**config.mk**
```make
export PLATFORM = sky130hd
export DESIGN_NAME = escape_text_decoder
export DESIGN_NICKNAME = d
export VERILOG_FILES = /design/src/sv/etd_pkg.sv /design/src/sv/escape_text_decoder.sv /design/src/sv/etd_decode.sv
export SDC_FILE = /design/constraint.sdc
export NUM_CORES = 1
export LEC_CHECK = 0
export ABC_AREA = 1
export BUFFER_PORTS_ARGS = -buffer_cell sky130_fd_sc_hd__buf_2
export CAP_MARGIN = 20
export CORE_AREA = 2 2 92 94
export DETAILED_ROUTE_END_ITERATION = 10
export DIE_AREA = 0 0 94 96
export PLACE_DENSITY = 0.64
export SLEW_MARGIN = 20
export SYNTH_ARGS = -nofsm -noshare
export SYNTH_HDL_FRONTEND = slang
export SYNTH_SLANG_ARGS = --single-unit
```
**constraint.sdc**
```tcl
create_clock -name clk -period 3.2 [get_ports clk]
set_clock_uncertainty 0.1 [all_clocks]
set_input_delay 0.32 -clock clk [delete_from_list [all_inputs] [get_ports clk]]
set_output_delay 0.32 -clock clk [all_outputs]
set_load 0.02 [all_outputs]
```
**src/sv/etd_pkg.sv**
```systemverilog
// Shared types, character constants and hex helpers for the escape text decoder.
package etd_pkg;

    localparam logic [7:0] ESC_CHAR = 8'h3D;
    localparam logic [7:0] CHR_0    = 8'h30;
    localparam logic [7:0] CHR_9    = 8'h39;
    localparam logic [7:0] CHR_A    = 8'h41;
    localparam logic [7:0] CHR_F    = 8'h46;
    localparam logic [7:0] HEX_A_OFS = CHR_A - 8'd10;
    localparam logic [3:0] MIN_HIGH_DIGIT = 4'd2;

    localparam int MAX_RESULTS = 3;
    localparam int QUEUE_DEPTH = 4;
    localparam int QPTR_W      = $clog2(QUEUE_DEPTH);
    localparam int QCNT_W      = $clog2(QUEUE_DEPTH + 1);

    typedef struct packed {
        logic       last;
        logic [7:0] data;
    } res_item_t;

    typedef struct packed {
        logic [1:0]                       n;
        res_item_t [MAX_RESULTS-1:0]      item;
    } res_t;

    function automatic logic is_hex(input logic [7:0] b);
        is_hex = ((b >= CHR_0) && (b <= CHR_9)) || ((b >= CHR_A) && (b <= CHR_F));
    endfunction

    function automatic logic [3:0] hex_nib(input logic [7:0] b);
        logic [7:0] v;
        if (b <= CHR_9)
        begin
            v = b - CHR_0;
        end
        else
        begin
            v = b - HEX_A_OFS;
        end
        hex_nib = v[3:0];
    endfunction

endpackage

```
**src/sv/escape_text_decoder.sv**
```systemverilog
// Top level of the escape text decoder: stream ports, recognizer and result queue.
//
// Decodes '=' plus two upper-case hex digits (high digit 2 or more) into one byte;
// failed or unfinished escapes pass through literally. One input byte is taken per
// cycle while the result queue holds at most one entry; a byte yields zero to three
// results and the output port moves one result per cycle while m_tready is high, so
// plain text sustains one byte per cycle, while bytes that release several buffered
// results stall the input until the queue drains. A byte's results are written into
// the four-entry result queue as it is accepted; that queue sets the stall threshold.
module escape_text_decoder (
    input  logic       clk,
    input  logic       rst_n,
    input  logic       s_tvalid,
    output logic       s_tready,
    input  logic [7:0] s_tdata,   // [7:0] in_byte
    input  logic       s_tlast,   // in_last
    output logic       m_tvalid,
    input  logic       m_tready,
    output logic [7:0] m_tdata,   // [7:0] out_byte
    output logic       m_tlast    // out_last
);
    import etd_pkg::*;

    res_t                   res;
    res_item_t              queue_mem [QUEUE_DEPTH];
    logic [QPTR_W-1:0]      head_reg;
    logic [QPTR_W-1:0]      head_next;
    logic [QPTR_W-1:0]      tail_reg;
    logic [QPTR_W-1:0]      tail_next;
    logic [QCNT_W-1:0]      count_reg;
    logic [QCNT_W-1:0]      count_next;
    logic                   accept;
    logic                   pop;
    logic [1:0]             push_n;

    etd_decode u_decode (
        .clk     (clk),
        .rst_n   (rst_n),
        .accept  (accept),
        .in_byte (s_tdata),
        .in_last (s_tlast),
        .res     (res)
    );

    assign s_tready = (count_reg <= QCNT_W'(QUEUE_DEPTH - MAX_RESULTS));
    assign accept   = s_tvalid && s_tready;
    assign m_tvalid = (count_reg != '0);
    assign pop      = m_tvalid && m_tready;
    assign push_n   = accept ? res.n : 2'd0;
    assign m_tdata  = queue_mem[head_reg].data;
    assign m_tlast  = queue_mem[head_reg].last;

    assign head_next  = head_reg + QPTR_W'(pop);
    assign tail_next  = tail_reg + QPTR_W'(push_n);
    assign count_next = count_reg + QCNT_W'(push_n) - QCNT_W'(pop);

    always_ff @(posedge clk or negedge rst_n)
    begin
        if (!rst_n)
        begin
            head_reg  <= '0;
            tail_reg  <= '0;
            count_reg <= '0;
        end
        else
        begin
            head_reg  <= head_next;
            tail_reg  <= tail_next;
            count_reg <= count_next;
        end
    end

    always_ff @(posedge clk)
    begin
        for (int i = 0; i < MAX_RESULTS; i++)
        begin
            if (2'(i) < push_n)
            begin
                queue_mem[tail_reg + QPTR_W'(i)] <= res.item[i];
            end
        end
    end

endmodule

```
**src/sv/etd_decode.sv**
```systemverilog
// Escape recognizer: holds the open escape and forms up to three results per byte.
module etd_decode (
    input  logic             clk,
    input  logic             rst_n,
    input  logic             accept,
    input  logic [7:0]       in_byte,
    input  logic             in_last,
    output etd_pkg::res_t    res
);
    import etd_pkg::*;

    typedef enum logic [1:0] {
        PEND_NONE,
        PEND_ESC,
        PEND_HIGH
    } pend_state_t;

    pend_state_t state_reg;
    pend_state_t state_next;
    logic [7:0]  high_reg;
    logic [7:0]  high_next;
    logic        b_hex;
    logic [3:0]  b_nib;

    assign b_hex = is_hex(in_byte);
    assign b_nib = hex_nib(in_byte);

    always_comb
    begin
        res        = '0;
        state_next = state_reg;
        high_next  = high_reg;
        case (state_reg)
            PEND_ESC:
            begin
                if (in_last)
                begin
                    res.item[0] = '{last: 1'b0, data: ESC_CHAR};
                    res.item[1] = '{last: 1'b1, data: in_byte};
                    res.n       = 2'd2;
                    state_next  = PEND_NONE;
                end
                else if (b_hex && (b_nib >= MIN_HIGH_DIGIT))
                begin
                    high_next  = in_byte;
                    state_next = PEND_HIGH;
                end
                else
                begin
                    res.item[0] = '{last: 1'b0, data: ESC_CHAR};
                    if (in_byte == ESC_CHAR)
                    begin
                        res.n      = 2'd1;
                        state_next = PEND_ESC;
                    end
                    else
                    begin
                        res.item[1] = '{last: 1'b0, data: in_byte};
                        res.n       = 2'd2;
                        state_next  = PEND_NONE;
                    end
                end
            end
            PEND_HIGH:
            begin
                if (b_hex)
                begin
                    res.item[0] = '{last: in_last, data: {hex_nib(high_reg), b_nib}};
                    res.n       = 2'd1;
                    state_next  = PEND_NONE;
                end
                else
                begin
                    res.item[0] = '{last: 1'b0, data: ESC_CHAR};
                    res.item[1] = '{last: 1'b0, data: high_reg};
                    // a fresh '=' reopens the escape unless the text ends here
                    if ((in_byte == ESC_CHAR) && !in_last)
                    begin
                        res.n      = 2'd2;
                        state_next = PEND_ESC;
                    end
                    else
                    begin
                        res.item[2] = '{last: in_last, data: in_byte};
                        res.n       = 2'd3;
                        state_next  = PEND_NONE;
                    end
                end
            end
            default:
            begin
                if ((in_byte == ESC_CHAR) && !in_last)
                begin
                    state_next = PEND_ESC;
                end
                else
                begin
                    res.item[0] = '{last: in_last, data: in_byte};
                    res.n       = 2'd1;
                    state_next  = PEND_NONE;
                end
            end
        endcase
    end

    always_ff @(posedge clk or negedge rst_n)
    begin
        if (!rst_n)
        begin
            state_reg <= PEND_NONE;
            high_reg  <= '0;
        end
        else if (accept)
        begin
            state_reg <= state_next;
            high_reg  <= high_next;
        end
    end

endmodule

```
Word-level counts from Yosys, hierarchy flattened
Memories as Yosys holds them, arrays and structs flattened.
Cells that the tools add are included.
{ "op_classes": {"n_addsub": 10, "mul": 0, "div": 0, "order_cmp": 10, "eq_ne": 3, "shift": 0, "muxes": 31, "bitwise": 1, "n_reduce_logical": 10} }
{ "ops": {"columns": ["cell", "n"], "rows": [
  ["18-bit two-way mux", 3],
  ["9-bit case mux with 2 select lines", 2],
  ["9-bit two-way mux", 3],
  ["8-bit by 6-bit less-or-equal comparator with 1-bit output, second input constant", 2],
  ["2-bit two-way mux", 8],
  ["1-bit two-way mux", 10],
  ["8-bit by 6-bit == test with 1-bit output, second input constant", 1],
  ["8-bit by 6-bit greater-or-equal comparator with 1-bit output, second input constant", 1],
  ["8-bit by 7-bit greater-or-equal comparator with 1-bit output, second input constant", 1],
  ["8-bit by 7-bit less-or-equal comparator with 1-bit output, second input constant", 1],
  ["4-bit two-way mux", 2],
  ["8-bit two-way mux", 1],
  ["2-bit case mux with 2 select lines", 2],
  ["4-bit by 1-bit subtractor with 4-bit output, second input constant", 2],
  ["4-bit by 3-bit subtractor with 4-bit output, second input constant", 2],
  ["1-bit logical AND", 6],
  ["4-bit by 2-bit greater-or-equal comparator with 1-bit output, second input constant", 1],
  ["1-bit by 2-bit less-than comparator with 1-bit output, first input constant", 2],
  ["4-bit AND reduction", 1],
  ["3-bit by 2-bit adder with 3-bit output", 1],
  ["3-bit by 1-bit less-or-equal comparator with 1-bit output, second input constant", 1],
  ["3-bit nonzero test", 1],
  ["3-bit by 1-bit subtractor with 3-bit output", 1],
  ["2-bit by 1-bit adder with 2-bit output", 1],
  ["other kinds (9)", 9]
]} }
{ "word_totals": {"reg_bits": 17, "latch_bits": 0, "ram_bits": 36, "rom_bits": 0, "input_bits": 13, "elab_cells": 71, "mem_count": 1} }
{ "memory_table": {"columns": ["name", "words", "word_bits", "rd", "rd_clocked_by_memory_dff", "wr", "line_no", "source"], "rows": [
  ["queue_mem", 4, 9, 1, 0, 3, "escape_text_decoder.sv:25", "res_item_t queue_mem [QUEUE_DEPTH];"]
]} }

Depth between registers and ports, before layout
Gate-level depths: netlist (run 1).
{ "logic_depth": {"ltp_word": 11, "mapped_depth": 19} }

Hierarchy
Synthesis (run 1) repeated with hierarchy kept, for this count alone.
{ "hier_totals": {"cells_unflattened": 563, "hier_area_um2": 3953.8} }
{ "modules_own_cells": {"columns": ["module", "n_inst", "cells_per_inst", "area_per_inst_um2"], "rows": [
  ["escape_text_decoder", 1, 374, 2725.1],
  ["etd_decode", 1, 189, 1228.7]
]} }

Least setup slack after synthesis (run 1)
No wires, ideal clock.
{ "synth_path": {"path_kind": "in2reg", "startpoint": "input s_tdata[1]", "endpoint": "register count_reg[2]", "setup_ns": 0.129, "arrival_time_ns": 2.703, "required_time_ns": 2.971, "setup_slack_ns": 0.269, "path_stages": 17, "n_path_buf": 1, "cell_sequence": "inv_1 -> ha_1 -> nand3_1 -> nand2_2 -> o21bai_4 -> nor2_1 -> a21oi_2 -> nand2_1 -> nand3_4 -> nand3_2 -> nand2_4 -> buf_12 -> nand2_2 -> ha_1 -> fa_1 -> xnor2_1 -> xor2_1"} }
{ "synth_via": {"elab_chain_cells": 10} }
{ "synth_lines": {"columns": ["element", "line_no", "source"], "rows": [
  ["start: declaration", "escape_text_decoder.sv:15", "input logic [7:0] s_tdata,"],
  ["8-bit by 6-bit less-or-equal comparator with 1-bit output, or another cell as far along", "etd_pkg.sv:28, etd_pkg.sv:33", null],
  ["4-bit two-way mux / 1-bit logical AND (equally long branches)", "etd_pkg.sv:33, etd_pkg.sv:28", null],
  ["4-bit by 2-bit greater-or-equal comparator with 1-bit output / 1-bit logical OR (equally long branches)", "etd_decode.sv:43, etd_pkg.sv:28", null],
  ["1-bit logical AND", "etd_decode.sv:43", "else if (b_hex && (b_nib >= MIN_HIGH_DIGIT))"],
  ["2-bit two-way mux", "etd_decode.sv:43", null],
  ["2-bit two-way mux", "etd_decode.sv:36", "if (in_last)"],
  ["2-bit case mux with 2 select lines *", "etd_decode.sv:33", "case (state_reg)"],
  ["2-bit two-way mux *", "escape_text_decoder.sv:49", "assign push_n = accept ? res.n : 2'd0;"],
  ["3-bit by 2-bit adder with 3-bit output *", "escape_text_decoder.sv:55", "assign count_next = count_reg + QCNT_W'(push_n) - QCNT_W'(pop);"],
  ["3-bit by 1-bit subtractor with 3-bit output *", "escape_text_decoder.sv:55", null],
  ["named net count_next[2]", "escape_text_decoder.sv:31", "logic [QCNT_W-1:0] count_next;"],
  ["end signal: assignment", "escape_text_decoder.sv:69", "count_reg <= count_next;"],
  ["end: declaration", "escape_text_decoder.sv:30", "logic [QCNT_W-1:0] count_reg;"]
]} }
The timed path passes the listed nets; every way through them passes the cells marked *.
A chain may end at the register's enable or synchronous reset.

Worst setup path after layout (run 1)
{ "layout_path": {"startpoint": "register u_decode.state_reg[0]", "endpoint": "register count_reg[2]"} }
{ "layout_via": {"elab_chain_cells": 5} }
{ "layout_lines": {"columns": ["element", "line_no", "source"], "rows": [
  ["start: declaration", "etd_decode.sv:18", "pend_state_t state_reg;"],
  ["start signal: assignment", "etd_decode.sv:115", "state_reg <= state_next;"],
  ["2-bit == test / 2-bit by 1-bit == test with 1-bit output (equally long branches)", "etd_decode.sv:33", null],
  ["2-bit case mux with 2 select lines *", "etd_decode.sv:33", null],
  ["2-bit two-way mux *", "escape_text_decoder.sv:49", null],
  ["3-bit by 2-bit adder with 3-bit output *", "escape_text_decoder.sv:55", null],
  ["3-bit by 1-bit subtractor with 3-bit output *", "escape_text_decoder.sv:55", null],
  ["named net count_next[2]", "escape_text_decoder.sv:31", null]
]} }
Marks and branches as above.

==> results of run 1 <==
==> area by class of cell <==
cell class / instances / area, um2 / area share [%]
repair buffers: 40 / 245.2 / 5.657
flip-flops and latches: 53 / 1506 / 34.75
multi-input cells: 395 / 2078 / 47.94
inverters: 71 / 266.5 / 6.147
clock inverters: 2 / 35.03 / 0.8081
clock buffers: 6 / 72.57 / 1.674
well taps: 105 / 131.4 / 3.030
==> power groups by stage <==
stage,combinational (mW),clock (mW),sequential [mW]
finish,0.938,0.455,0.906
global route,1.05,0.488,0.920
CTS,0.948,0.474,0.907
detailed placement,0.945,0,0.923
global placement,0.923,0,0.921
floorplan,0.694,0,0.891
==> what timing repair did <==
item | in CTS | in global routing
gates resized for setup | 0 | 0
endpoints found under the setup margin | 0 | 0
hold endpoints to repair | 17 | 0
hold buffers | 1 | 0
==> cells in the mapped netlist, types with 2 or more instances <==
cell type	instances
nand3_2	2
buf_6	2
a21oi_1	10
nand2_1	176
clkbuf_1	9
dfrtp_1	17
o21ai_2	3
o21ai_1	6
nand4_1	19
nand3_4	3
nor2_1	47
a211oi_1	3
xor2_1	8
o22ai_1	11
o211ai_1	2
nand4_4	4
inv_1	62
ha_1	13
buf_2	5
o21ai_0	36
nand3_1	34
inv_2	8
xnor2_1	2
edfxtp_1	36
nand2_2	4
==> final timing paths <==
kind / from / to / slack (ns)
max in group asynchronous: rst_n / count_reg[1] / 2.34
setup reg to reg: u_decode.state_reg[0] / count_reg[2] / 0.48
setup / recovery: u_decode.state_reg[0] / count_reg[2] / 0.48
min in group asynchronous: rst_n / u_decode.high_reg[0] / 0.36
hold / removal: s_tdata[1] / u_decode.high_reg[1] / 0.19
hold reg to reg: count_reg[2] / count_reg[2] / 0.38
==> per-layer routing <==
layer | share of wire, % | global-route usage [%] | vias up
li1 | - | - | 1821
met2 | 48 | 39.35 | 89
met1 | 48 | 31.56 | 1602
met3 | 3.9 | 2.428 | 11
met4 | 0.85 | 3.744 | 0
met5 | 0 | 0 | -
==> cells by family (layout without fill, tap and decap cells) <==
| family | after synthesis | after routing | synth area share, % |
|---|---|---|---|
| AOI/OAI and AO/OA | 77 | 77 | 11.45 |
| and+or+nand+nor | 294 | 294 | 34.18 |
| buffers and inverters | 89 | 119 | 9.484 |
| xor gates and xnor gates | 10 | 10 | 2.213 |
| adders and majority gates | 14 | 14 | 4.616 |
| DFF | 53 | 53 | 38.07 |
==> metrics by stage <==
step / util (%) / power (mW) / hold WS [ns] / cell area, um2
finish: 53.85 / 2.299 / 0.1950 / 4335
global route: 53.85 / 2.454 / 0.2286 / 4335
CTS: 53.85 / 2.329 / 0.1836 / 4335
detailed placement: 52.39 / 1.868 / 0.1773 / 4218
global placement: 52.39 / 1.844 / 0.1661 / 4218
floorplan: - / 1.585 / -0.07559 / 3958
==> worst register-to-register path, stage by stage, from the launching register on <==
cell and delay (ns):
dfrtp_1 0.39, inv_1 0.08, ha_1 0.39, inv_1 0.11, nor2_1 0.15, inv_1 0.14
nand2_4 0.11, nand2_2 0.10, ha_1 0.32, fa_1 0.44, xnor2_1 0.18, xor2_1 0.15
==> results.json, run 1 <==
{
  "synthesis.area_mm2": 0.003958,
  "start_util_pct": 49.15,
  "area_delta_synth_final_pct": 9.548,
  "nets": 593,
  "die_x_um": 94,
  "clock_latency_ns": 0.31,
  "required_ns": 3.34,
  "ys.flop_type": "edfxtp_1",
  "synth_area_leaders": "edfxtp_1 27%, nand2_1 17%, dfrtp_1 11%",
  "p_int_mw": 1.373,
  "holdPathStages": 3,
  "postSynthCellCount": 537,
  "antenna_found_initial": 0,
  "critPathMaxFanout": 10,
  "setup_viol": 0,
  "outcome": "complete, no violations",
  "drive_gt1_share_pct": 13.58,
  "hold_class": "primary input to register",
  "synth-seq-cells": 53,
  "pwr-share-comb_pct": 40.8,
  "synth_top_area_cell": "edfxtp_1",
  "async_flop_share_pct": 32.08,
  "cp_slowest_cell": "fa_1",
  "dieArea_mm2": 0.009024,
  "sequentialPowerShare_pct": 39.4,
  "clkPwrFrac_pct": 19.8,
  "relSlewSlack_pct": 48.90,
  "clk_pin_slew_ns": 0.09,
  "tightest_slew_ns": 0.7637,
  "p_per_area_mw_per_mm2": 530.3,
  "overflow": 0,
  "grt_pass1_wl_mm": 16.12,
  "cts_tree": "done",
  "dpl_worst_slack_ns": 0.1567,
  "clock_sinks": 53,
  "root_buffer": "clkbuf_8",
  "crit_path_end_kind": "register",
  "drt_iter0_drc": 215,
  "grt_pass1_vias": 3216,
  "routed_via_density": 5.243,
  "synth_edf_count": 36,
  "layout_common_cells": "176 x nand2_1, 62 x inv_1, 46 x nor2_1, 36 x o21ai_0, 36 x edfxtp_1",
  "synth-seq-area-share_pct": 38.07,
  "detail_route.drc_violations": 0,
  "cpMostUsedCell": "inv_1",
  "crit_cells": 11,
  "fin_tns_setup_ns": 0,
  "path_cells": "inv_1 > ha_1 > inv_1 > nor2_1 > inv_1 > nand2_4 > nand2_2 > ha_1 > fa_1 > xnor2_1 > xor2_1",
  "r2r_cells": 11,
  "cts_buffer_depth": 2,
  "wirelength_mm": 9.767,
  "die_y_um": 96,
  "postSynthAreaPerCell_um2": 7.370,
  "maxCapViolCount": 0,
  "htreeDepth": 2,
  "path_class": "register to register",
  "antenna_cells": 0,
  "placed_cells": 663,
  "wl_per_cell_um": 14.53,
  "num_vias": 3523,
  "period_needed_ns": 2.716,
  "post-route-period-util_pct": 84.88,
  "drtPass1Iterations": 5,
  "hold_viol_final": 0,
  "largest_register_ffs": 36,
  "maxSlewViolCount": 0,
  "place_hpwl_mm": 7.749,
  "cts_setup_buffers": 0,
  "ant_nets": 0,
  "crit_path_start_kind": "register",
  "layout.cells.most_common": "nand2_1",
  "gp_congestion": 0.9526,
  "p_sw_mw": 0.9261,
  "vdd.ir_drop.worst_v": 0.0002523,
  "io_pins": 24,
  "swShare_pct": 40.29,
  "cp.arrival_ns": 2.86,
  "n_fill_cell": 792,
  "core_area_mm2": 0.008051,
  "yosys.area.top_type_share_pct": 27.32,
  "synthesis.nets": 564,
  "ys_types": 40,
  "rsz0062_at_grt": "no",
  "numCtsBuffers": 5,
  "grt_max_degree": 21,
  "fmax_ghz": 0.3682,
  "final_cells": 672,
  "rows": 33,
  "p_leak_nw": 2.078,
  "setup_slack_ns": 0.4840,
  "synth_warnings": 0,
  "portBuffers": 23,
  "critical-path-top-delay-family": "adder cells",
  "cp.buffers_inverters": 3,
  "grt_usage_pct": 22.76,
  "slowest_delay_ns": 0.44
}
Power figures use the tool's default switching activity.
==> run 2, diff against run 1 <==
--- a/config.mk
+++ b/config.mk
@@ -11,7 +11,7 @@
 export CORE_AREA = 2 2 92 94
 export DETAILED_ROUTE_END_ITERATION = 10
 export DIE_AREA = 0 0 94 96
-export PLACE_DENSITY = 0.64
+export PLACE_DENSITY = 0.67
 export SLEW_MARGIN = 20
 export SYNTH_ARGS = -nofsm -noshare
 export SYNTH_HDL_FRONTEND = slang
==> constraint.sdc (replaced) <==
create_clock -name clk -period 2.2 [get_ports clk]
set_clock_uncertainty 0.1 [all_clocks]
set_input_delay 0.22 -clock clk [delete_from_list [all_inputs] [get_ports clk]]
set_output_delay 0.22 -clock clk [all_outputs]
set_load 0.02 [all_outputs]
==> run 2 against run 1 <==
The flow now finishes with violations (setup timing). Die area stayed put. Cell area rose by 33%. Sequential share of layout area is 8.6 points lower. Hold slack lost 0.051 ns. Sequential cell count unchanged. Core utilization increased by 18 points. Largest cell class unchanged.
==> results.json, run 2 (synthesized netlist as in run 1, its figures left out) <==
{
  "slowest_delay_ns": 0.40,
  "core_area_mm2": 0.008051,
  "period_needed_ns": 2.380,
  "layout_common_cells": "106 x nand2_1, 77 x buf_4, 61 x nand2_2, 47 x inv_1, 41 x nor2_1",
  "swShare_pct": 41.53,
  "drtPass1Iterations": 6,
  "path_cells": "buf_12 > inv_6 > ha_4 > nand2_4 > nand4_1 > nand3_1 > nand2_2 > nor2_2 > nand2_2 > nand3_4 > nand3_4 > nand2_4 > nand2_8 > ha_4 > fa_2 > xnor2_2 > xor2_1",
  "layout.cells.most_common": "nand2_1",
  "detail_route.drc_violations": 0,
  "violations": "setup timing",
  "relSlewSlack_pct": 63.49,
  "wirelength_mm": 12.23,
  "clock_sinks": 53,
  "htreeDepth": 2,
  "rsz0062_at_grt": "yes",
  "p_int_mw": 2.154,
  "hold-worst-slack_ns": 0.1441,
  "rows": 33,
  "maxSlewViolCount": 0,
  "r2r_slack_ns": -0.16,
  "root_buffer": "clkbuf_8",
  "die_x_um": 94,
  "numCtsBuffers": 5,
  "crit_path_end_kind": "register",
  "dieArea_mm2": 0.009024,
  "hold_class": "primary input to register",
  "wl_met3_um": 686,
  "outcome": "finished with violations",
  "routed_via_density": 5.497,
  "io_pins": 24,
  "cts_tree": "done",
  "sequentialPowerShare_pct": 35.7,
  "design_area_mm2": 0.005754,
  "worstReg2RegEnd": "count_reg[2]",
  "antenna_cells": 0,
  "p_leak_nw": 2.660,
  "grt_max_degree": 20,
  "num_vias": 4150,
  "endpoint": "count_reg[2]",
  "vdd.ir_drop.worst_v": 0.0004359,
  "antenna_found_initial": 0,
  "critPathMaxFanout": 6,
  "clock_latency_ns": 0.31,
  "place_hpwl_mm": 7.920,
  "hold_viol_final": 0,
  "area_delta_synth_final_pct": 45.40,
  "gp_congestion": 0.9455,
  "wl_met2_mm": 6.181,
  "grt_usage_pct": 24.59,
  "n_fill_cell": 627,
  "wl_per_cell_um": 16.19,
  "fin_util_pct": 71.47,
  "cts_buffer_depth": 2,
  "r2r_cells": 11,
  "tightest_slew_ns": 0.5457,
  "path_class": "primary input to register",
  "ant_nets": 0,
  "die_y_um": 96,
  "nets": 676,
  "start_util_pct": 49.15,
  "holdPathStages": 4,
  "setup_slack_ns": -0.1801,
  "post-route-period-util_pct": 108.2,
  "clkPwrFrac_pct": 15.3,
  "p_sw_mw": 1.530,
  "crit_path_start_kind": "primary input",
  "cp_slowest_cell": "fa_2",
  "top_layer": "met4",
  "portBuffers": 23,
  "r2r_start": "u_decode.state_reg[1]",
  "grt_pass1_vias": 3750,
  "placed_cells": 715,
  "largest_register_ffs": 36,
  "fmax_ghz": 0.4201,
  "pwr-share-comb_pct": 49.0,
  "overflow": 0,
  "drt_iter0_drc": 380,
  "critPathLaunch": "s_tdata[0]",
  "grt_pass1_wl_mm": 17.81,
  "required_ns": 2.29,
  "p_per_area_mw_per_mm2": 640.1,
  "clk_pin_slew_ns": 0.10,
  "met1_length_mm": 4.816,
  "final_cells": 755,
  "drive_gt1_share_pct": 44.31,
  "place_area_mm2": 0.004767,
  "setup_viol": 74,
  "maxCapViolCount": 0,
  "cp.arrival_ns": 2.47
}
[run 2: changes by cell type in the layout (fill, tap and decap cells not counted), sizes merged]
cell and change:
buf +76, bufinv -1, clkinv +2, clkinvlp +2, inv -2, nand3 +6
[run 2: timing repair]
item / CTS / global route
pin swaps: 19 / 69
cloned: 3 / 7
hold buffers: 1 / 0
setup buffers: 12 / 12
resized for setup: 33 / 149
setup endpoints to repair: 74 / 75
endpoints found under the hold margin: 17 / 0
[run 2: worst min path at each step]
stage / startpoint / slack (ns) / to
2_1_floorplan: rst_n / -0.18 / count_reg[0]
3_3_place_gp: rst_n / 0.08 / head_reg[1]
3_5_place_dp: rst_n / 0.08 / head_reg[0]
4_1_cts: s_tdata[0] / 0.14 / u_decode.high_reg[0]
5_1_grt: s_tdata[0] / 0.17 / u_decode.high_reg[0]
6_report: s_tdata[0] / 0.14 / u_decode.high_reg[0]
[run 2: final cells by class]
| cell class | instances | area (um2) | area share, % |
|---|---|---|---|
| Clock buffer | 5 | 68.82 | 1.196 |
| Clock inverter | 3 | 21.27 | 0.3696 |
| Inverter | 71 | 307.8 | 5.349 |
| Multi-Input combinational cell | 401 | 2733 | 47.49 |
| Sequential cell | 53 | 1506 | 26.18 |
| Tap cell | 105 | 131.4 | 2.283 |
| Timing Repair Buffer | 117 | 985.9 | 17.13 |
[run 2: per-layer routing]
layer / vias up / GRT usage, %
met5: - / 0
met3: 50 / 2.741
met1: 1910 / 32.35
met2: 177 / 42.92
met4: 0 / 7.246
li1: 2013 / -
[run 2: metrics by stage]
step | TNS (ns) | power, mW | setup WS (ns)
finish | -6.282 | 3.683 | -0.1801
global route | -11.00 | 3.928 | -0.2704
CTS | -0.1521 | 3.557 | -0.1320
detailed placement | -30.82 | 2.920 | -0.5768
global placement | -24.91 | 2.866 | -0.4507
floorplan | -1.083 | 2.368 | -0.3594
[run 2: power groups by stage]
stage	Clock, mW	Combinational (mW)	Sequential (mW)
final	0.563	1.81	1.31
after global routing	0.621	1.98	1.33
after CTS	0.582	1.66	1.31
after detailed placement	0	1.58	1.34
after global placement	0	1.53	1.33
after floorplan	0	1.07	1.30
[run 2: critical path: cells and delay by family]
family	cells	cell delay, ns
and+or+nand+nor	10	1.03
adders and majority gates	3	0.77
xor gates and xnor gates	2	0.31
buffers and inverters	2	0.13
==> run 3, diff against run 2 <==
--- a/config.mk
+++ b/config.mk
@@ -12,6 +12,7 @@
 export DETAILED_ROUTE_END_ITERATION = 10
 export DIE_AREA = 0 0 94 96
 export PLACE_DENSITY = 0.67
+export RECOVER_POWER = 25
 export SLEW_MARGIN = 20
 export SYNTH_ARGS = -nofsm -noshare
 export SYNTH_HDL_FRONTEND = slang
==> run 3 against run 2 <==
The run still ends with setup timing left. Hold slack is essentially flat. Core utilization is essentially flat. Combinational power is essentially flat. Cell area is essentially flat. Total power is essentially flat. Critical path depth is the same. Clock-buffer cell count is the same. Routed wire length grew 0.38%. Critical path type unchanged. Largest cell class unchanged. Highest routed layer unchanged.
==> results.json, run 3 (synthesized netlist as in run 1, its figures left out) <==
{
  "setup_viol": 74,
  "relSlewSlack_pct": 30.44,
  "n_fill_cell": 626,
  "hold_class": "primary input to register",
  "num_vias": 4164,
  "clock_sinks": 53,
  "fmax_ghz": 0.4201,
  "dieArea_mm2": 0.009024,
  "drt_iter0_drc": 380,
  "ant_nets": 0,
  "antenna_cells": 0,
  "drtPass1Iterations": 6,
  "wl_met2_mm": 6.166,
  "largest_register_ffs": 36,
  "die_y_um": 96,
  "path_cells": "buf_12 > inv_6 > ha_4 > nand2_4 > nand4_1 > nand3_1 > nand2_2 > nor2_2 > nand2_2 > nand3_4 > nand3_4 > nand2_4 > nand2_8 > ha_4 > fa_2 > xnor2_2 > xor2_1",
  "area_delta_synth_final_pct": 45.37,
  "root_buffer": "clkbuf_8",
  "htreeDepth": 2,
  "critPathMaxFanout": 6,
  "met1_length_mm": 4.807,
  "maxCapViolCount": 0,
  "wirelength_mm": 12.27,
  "final_cells": 755,
  "r2r_cells": 11,
  "clock_latency_ns": 0.31,
  "crit_path_end_kind": "register",
  "required_ns": 2.29,
  "worstHoldStart": "s_tdata[0]",
  "tightest_slew_ns": 1.043,
  "drive_gt1_share_pct": 44.15,
  "r2r_start": "u_decode.state_reg[1]",
  "layout_common_cells": "106 x nand2_1, 77 x buf_4, 61 x nand2_2, 47 x inv_1, 41 x nor2_1",
  "top_layer": "met4",
  "p_per_area_mw_per_mm2": 640.3,
  "routed_via_density": 5.515,
  "r2r_slack_ns": -0.16,
  "cp.buffers_inverters": 2,
  "antenna_found_initial": 0,
  "io_pins": 24,
  "grt_max_degree": 20,
  "portBuffers": 23,
  "rows": 33,
  "hold_viol_final": 0,
  "gp_congestion": 0.9455,
  "violations": "setup timing",
  "maxSlewViolCount": 0,
  "rsz0062_at_grt": "yes",
  "worstReg2RegEnd": "count_reg[2]",
  "placed_cells": 715,
  "fin_tns_setup_ns": -6.306,
  "holdPathStages": 4,
  "cts_buffer_depth": 2,
  "wl_met3_um": 731,
  "outcome": "finished with violations",
  "period_needed_ns": 2.380,
  "crit_path_start_kind": "primary input",
  "layout.cells.most_common": "nand2_1",
  "wl_per_cell_um": 16.26,
  "cts_tree": "done",
  "core_area_mm2": 0.008051,
  "slowest_delay_ns": 0.40,
  "p_total_mw": 3.684,
  "start_util_pct": 49.15,
  "numCtsBuffers": 5,
  "grt_pass1_vias": 3750,
  "post-route-period-util_pct": 108.2,
  "critical-path-top-delay-family": "simple AND/OR/NAND/NOR gates",
  "p_leak_nw": 2.658,
  "vdd.ir_drop.worst_v": 0.0004356,
  "place_hpwl_mm": 7.920,
  "clk_pin_slew_ns": 0.10,
  "grt_usage_pct": 24.59,
  "detail_route.drc_violations": 0,
  "hold_path_end": "u_decode.high_reg[0]",
  "path_class": "primary input to register",
  "setup_slack_ns": -0.1803,
  "nets": 676,
  "grt_pass1_wl_mm": 17.81,
  "overflow": 0,
  "cp_slowest_cell": "fa_2",
  "cp.arrival_ns": 2.47,
  "die_x_um": 94
}
==> run 3: cell count changes in the layout (fill, tap and decap cells not counted) <==
cell | before | now
buf_2 | 21 | 20
clkbuf_1 | 0 | 1
==> run 3: where the power goes <==
| group | total [mW] | switching, mW | leakage, nW | internal (mW) |
|---|---|---|---|---|
| Sequential | 1.31 | 0.0922 | 0.526 | 1.22 |
| Clock | 0.563 | 0.336 | 0.0445 | 0.227 |
| Combinational | 1.81 | 1.10 | 2.09 | 0.705 |
==> run 3: per-layer routing <==
metal	track usage [%]	vias up
met5	0	-
met4	7.246	0
met3	2.741	53
met2	42.92	194
met1	32.35	1904
li1	-	2013
==> run 3: area by class of cell <==
cell class	count	area (um2)	area share, %
clock buffers	5	68.82	1.196
clock inverters	3	21.27	0.3697
inverters	71	307.8	5.350
multi-input cells	401	2733	47.50
flip-flops and latches	53	1506	26.19
well taps	105	131.4	2.284
repair buffers	117	984.7	17.12
==> run 3: worst max-delay path by stage <==
stage,depth (start not counted),slack (ns),endpoint,from
finish,17,-0.18,count_reg[2],s_tdata[0]
global route,11,-0.27,count_reg[2],u_decode.state_reg[1]
detailed placement,17,-0.58,count_reg[2],s_tdata[1]
CTS,11,-0.13,count_reg[2],u_decode.state_reg[1]
floorplan,17,-0.36,count_reg[2],s_tdata[1]
global placement,17,-0.45,count_reg[2],s_tdata[1]
==> run 3: per-stage QoR <==
stage | hold slack [ns] | setup slack [ns] | util, % | area [um2]
6_report | 0.1444 | -0.1803 | 71.45 | 5753
3_3_place_gp | 0.07728 | -0.4507 | 59.21 | 4767
4_1_cts | 0.1396 | -0.1320 | 64.10 | 5161
5_1_grt | 0.1655 | -0.2704 | 71.45 | 5753
3_5_place_dp | 0.08396 | -0.5768 | 59.21 | 4767
2_1_floorplan | -0.1756 | -0.3594 | - | 4085
==> run 3: worst reg2reg max path: stages (launching register included) <==
cell	delay, ns
dfrtp_1	0.43
ha_4	0.32
a21oi_2	0.04
o21ai_1	0.08
nand3_1	0.11
ha_1	0.28
inv_1	0.06
ha_1	0.13
inv_1	0.05
fa_2	0.35
xnor2_2	0.15
xor2_1	0.16
==> run 3: what timing repair did <==
| item | CTS | global route |
|---|---|---|
| buffers inserted | 12 | 12 |
| pin swaps | 19 | 69 |
| resized for setup | 33 | 149 |
| cloned | 3 | 7 |
| endpoints found under the hold margin | 17 | 0 |
| endpoints found under the setup margin | 74 | 75 |
| hold buffers | 1 | 0 |
